[config.mk]
export PLATFORM = sky130hd
export DESIGN_NAME = kbs_ram
export DESIGN_NICKNAME = d
export VERILOG_FILES = /design/src/hw/rtl/kbs_ram.sv
export SDC_FILE = /design/constraint.sdc
export NUM_CORES = 1
export LEC_CHECK = 0
export ABC_AREA = 1
export BUFFER_PORTS_ARGS = -buffer_cell sky130_fd_sc_hd__buf_4
export CORE_MARGIN = 2
export CORE_UTILIZATION = 50
export CTS_BUF_LIST = sky130_fd_sc_hd__clkbuf_8 sky130_fd_sc_hd__clkbuf_16
export CTS_CLUSTER_SIZE = 30
export DETAILED_ROUTE_END_ITERATION = 10
export PLACE_DENSITY = 0.68
export SYNTH_ARGS = -nofsm -noshare
export SYNTH_HDL_FRONTEND = slang
export SYNTH_SLANG_ARGS = --single-unit
[constraint.sdc]
create_clock -name clk -period 1.9 [get_ports clk]
set_clock_uncertainty 0.15 [all_clocks]
set_input_delay 0.19 -clock clk [delete_from_list [all_inputs] [get_ports clk]]
set_output_delay 0.19 -clock clk [all_outputs]
set_load 0.1 [all_outputs]
[src/hw/rtl/kbs_ram.sv]
// Generic single-write, single-read RAM with registered read data.
`timescale 1ns / 1ps
module kbs_ram #(
    parameter int WIDTH = 8,
    parameter int DEPTH = 64
) (
    input  logic                                    clk,
    input  logic                                    we,
    input  logic [(DEPTH > 1 ? $clog2(DEPTH) : 1)-1:0] waddr,
    input  logic [WIDTH-1:0]                        wdata,
    input  logic [(DEPTH > 1 ? $clog2(DEPTH) : 1)-1:0] raddr,
    output logic [WIDTH-1:0]                        rdata
);

    logic [WIDTH-1:0] mem [DEPTH];

    always_ff @(posedge clk)
    begin
        if (we)
            mem[waddr] <= wdata;
        rdata <= mem[raddr];
    end

endmodule

# ---- Yosys cells after proc, flatten, opt, wreduce, memory -nomap -nowiden
# Memory sizes are Yosys's and may differ from the RTL's. A register that Yosys moved wholly into a read port is not among the register bits.
# Cells that the tools add are included.
dict set report totals {
  in_bits 22
  mem_count 1
  elab_cells 3
  output_inout_bits 8
  ram_bits 512
  ff_bits 0
}
dict set report classes {
  mux 2
}
# memory depth width read_ports rd_ports_with_merged_regs write_ports line
set mem_list {}
lappend mem_list {mem 64 8 1 1 1 15} ;# logic [WIDTH-1:0] mem [DEPTH];
# cell count
set op_table {}
lappend op_table {{1-bit 2-to-1 mux} 2}

# ---- Logic depth before layout (Yosys ltp)
dict set report depth {
  word_depth 2
  mapped_depth 12
  ltp_nobuf 9
}

# ---- Worst setup path after synthesis
# Ideal clock, no wire load.
dict set report synth_path {
  kind {input -> register}
  startpoint {in we}
  endpoint {mem mem[48][0], enable pin}
  path_stages 3
  setup_time_ns 0.395
  arrival_ns 1.561
  t_required_ns 1.355
  slack_ns -0.206
  path_buffers 1
  path_cell_list {clkbuf_1 > nand4_1 > nor4_1}
}
dict set report synth_between {
  elab_chain_cells 2
}
# element line
set synth_rtl {}
lappend synth_rtl {{from (decl)} 8} ;# input logic we,
lappend synth_rtl {{1-bit 2-to-1 mux} 19} ;# if (we)
lappend synth_rtl {{1-bit 2-to-1 mux (implied by the code)} 20} ;# mem[waddr] <= wdata;
lappend synth_rtl {{to (decl)} 15}
# Every way passes these cells.

# ---- Final worst setup path
dict set report layout_path {
  startpoint {in waddr[2] (netlist name)}
  endpoint {mem mem[1][5], enable pin}
}
# element line
set layout_lines {}
lappend layout_lines {{from (decl)} 9} ;# input logic [(DEPTH > 1 ? $clog2(DEPTH) : 1)-1:0] waddr,
# Straight into the memory's write port.

==> flow_metrics.env <==
export IMPL_finalSetupViolations=0
export IMPL_startpoint_type="input pin"
export IMPL_cts_sink_count=520
export IMPL_worst_endpoint_required_ps=2040
export IMPL_cts_buffer_depth=3
export IMPL_initial_core_util_pct=50.8
export IMPL_synthDistinctLibCells=16
export IMPL_status="completed"
export IMPL_yosys_area_share_simple_pct=23.2
export IMPL_route_detailed_drc=0
export IMPL_syn_nets=1827
export IMPL_core_area_um2=42000
export IMPL_drive_above_1_share_pct=11.2
export IMPL_rsz0062_at_grt="false"
export IMPL_timing_final_ws_setup_ps=70.1
export IMPL_power_density_nw_per_um2=976
export IMPL_final_common_cell="nand2_1"
export IMPL_finalHoldViolCount=0
export IMPL_cts_made_buffers=50
export IMPL_clock_latency_ps=590
export IMPL_hold_class="input pin to flop"
export IMPL_period_share_pct=96.3
export IMPL_die_h_um=211
export IMPL_ys_warn_count=0
export IMPL_worst_pin_slew_ps=601
export IMPL_maxCapViolCount=0
export IMPL_tritoncts="built"
export IMPL_ctsResizeCount=0
export IMPL_ys_seq_elements=520
export IMPL_portBuffers=29
export IMPL_die_w_um=211
export IMPL_area_growth_pct=14.0
export IMPL_cts_clk_slew_worst_paths_ps=60
export IMPL_ant_nets=0
export IMPL_first_pass_iters=7
export IMPL_mostFrequentLayoutCells="nand2_1 (648), edfxtp_1 (512), nand3_1 (439)"
export IMPL_htree_levels=2
export IMPL_endpoint_kind="flop"
export IMPL_period_needed_ps=1830
export IMPL_slew_headroom_pct=59.9
export IMPL_antenna_cells=0
export IMPL_viasPerCell=5.65
export IMPL_synthMuxAreaShare_pct=0
export IMPL_synth_top_family_by_area="simple AND/OR/NAND/NOR gates"
export IMPL_synthAdderAreaFrac_pct=0
export IMPL_gp_congestion=0.856
export IMPL_maxSlewViolCount=0
export IMPL_wl_per_cell_um=21.1
export IMPL_synth_cells=1805
export IMPL_num_vias=14100
export IMPL_crit_path_max_fanout=9
export IMPL_hpwl_um=31400
export IMPL_grt_usage_pct=23.9
export IMPL_p_leak_nw=9.01
export IMPL_grt_pass1_vias=13600
export IMPL_fmax_mhz=546
export IMPL_netlist_area_um2=21300
export IMPL_post_place_ws_ps=11.3
export IMPL_ir_drop_mv=0.590
export IMPL_avgSynthCellArea_um2=11.8
export IMPL_synthXorXnorAreaFrac_pct=0
export IMPL_drt_iter0_drc=1407
export IMPL_grt_pass1_wl_um=79500
export IMPL_grt_overflow=0
export IMPL_clock_root_buffer="clkbuf_16"
export IMPL_die_area_um2=44300
export IMPL_grt_max_degree=65
export IMPL_arrival_ps=1970
export IMPL_antenna_found_initial=0
export IMPL_critPathKind="input pin to flop"
export IMPL_routed_wl_um=52300
export IMPL_dp_cells=2382
export IMPL_yosysSeqAreaShare_pct=72.8
export IMPL_synth_compound_area_share_pct=0
export IMPL_fill_cells=3359
export IMPL_hold_slack_ps=55.0
export IMPL_fp_row_count=75
export IMPL_final_nets=1932
export IMPL_fin_util_pct=57.9
export IMPL_fin_cells=2486
export IMPL_ioPinCount=30
## layout make-up
cell class                      count  area [µm²]  share of cell area, %
Clock buffer                       51        1280                   5.25
Clock inverter                     38         235                  0.967
Inverter                           12        52.6                  0.216
Multi-Input combinational cell   1160        4950                   20.3
Sequential cell                   520       15500                   63.9
Tap cell                          539         674                   2.77
Timing Repair Buffer              166        1610                   6.61
## path summary, 6_finish.rpt
kind	start	endpoint	slack, ps	cells after the start
setup reg to reg	mem[51][6]	rdata[6]	410	8
setup / recovery	waddr[2]	mem[1][5]	70	7
hold reg to reg	mem[0][0]	rdata[0]	640	8
hold / removal	raddr[3]	rdata[1]	50	5
## cell families after synthesis
| family | count (synthesis) |
|---|---|
| buffers and inverters | 125 |
| flip-flops | 520 |
| AND/OR/NAND/NOR | 1160 |
## layer usage
layer	global-route usage (%)	wire [µm]	part of all wire [%]
met1	33.5	21900	42
met2	37.7	24600	47
met3	4.07	4090	7.8
met4	9.06	1750	3.3
met5	0	0	0
## registers in the layout, summed over array words and instances, names as in the netlist
signal,cells
mem,512
rdata,8
## report_power, final
| group | total [mW] | internal (mW) | switching [mW] |
|---|---|---|---|
| sequential | 12.7 | 12.7 | 0.0438 |
| clock | 9.24 | 5.23 | 4.02 |
| combinational | 1.77 | 0.495 | 1.28 |
| total | 23.8 | 18.4 | 5.34 |
## Yosys cell counts
| cell | count | area [µm²] |
|---|---|---|
| buf_4 | 14 | 105 |
| clkbuf_1 | 15 | 56.3 |
| buf_6 | 35 | 394 |
| nand3_1 | 439 | 2200 |
| nand2_1 | 648 | 2430 |
| nor2_1 | 56 | 210 |
| buf_2 | 37 | 185 |
| buf_1 | 10 | 37.5 |
| nor4_1 | 8 | 50.1 |
| inv_6 | 1 | 8.76 |
| dfxtp_1 | 8 | 160 |
| edfxtp_1 | 512 | 15400 |
| nand4_1 | 9 | 56.3 |
| buf_8 | 2 | 30.0 |
| inv_2 | 1 | 3.75 |
| inv_1 | 10 | 37.5 |
## metrics by stage
stage               setup TNS [ps]  power [mW]  instance area [µm²]
global placement                 0        14.7                22700
detailed placement               0        14.7                22700
global route                     0        24.4                24300
finish                           0        23.8                24300
CTS                              0        23.9                24300
floorplan                   -13190        14.0                21300
## critical path, cell delays in order
cell           delay, ps
dlygate4sd3_1        540
buf_4                170
inv_1                210
nand4_1              240
buf_4                250
nor2_1               180
buf_4                180
## what timing repair did
action / CTS / global route
endpoints found under the setup margin: 0 / 15
endpoints found under the hold margin: 279 / 0
hold buffers: 13 / 0
setup buffers: 0 / 2
No activity file was read; power rests on OpenSTA's default activity.
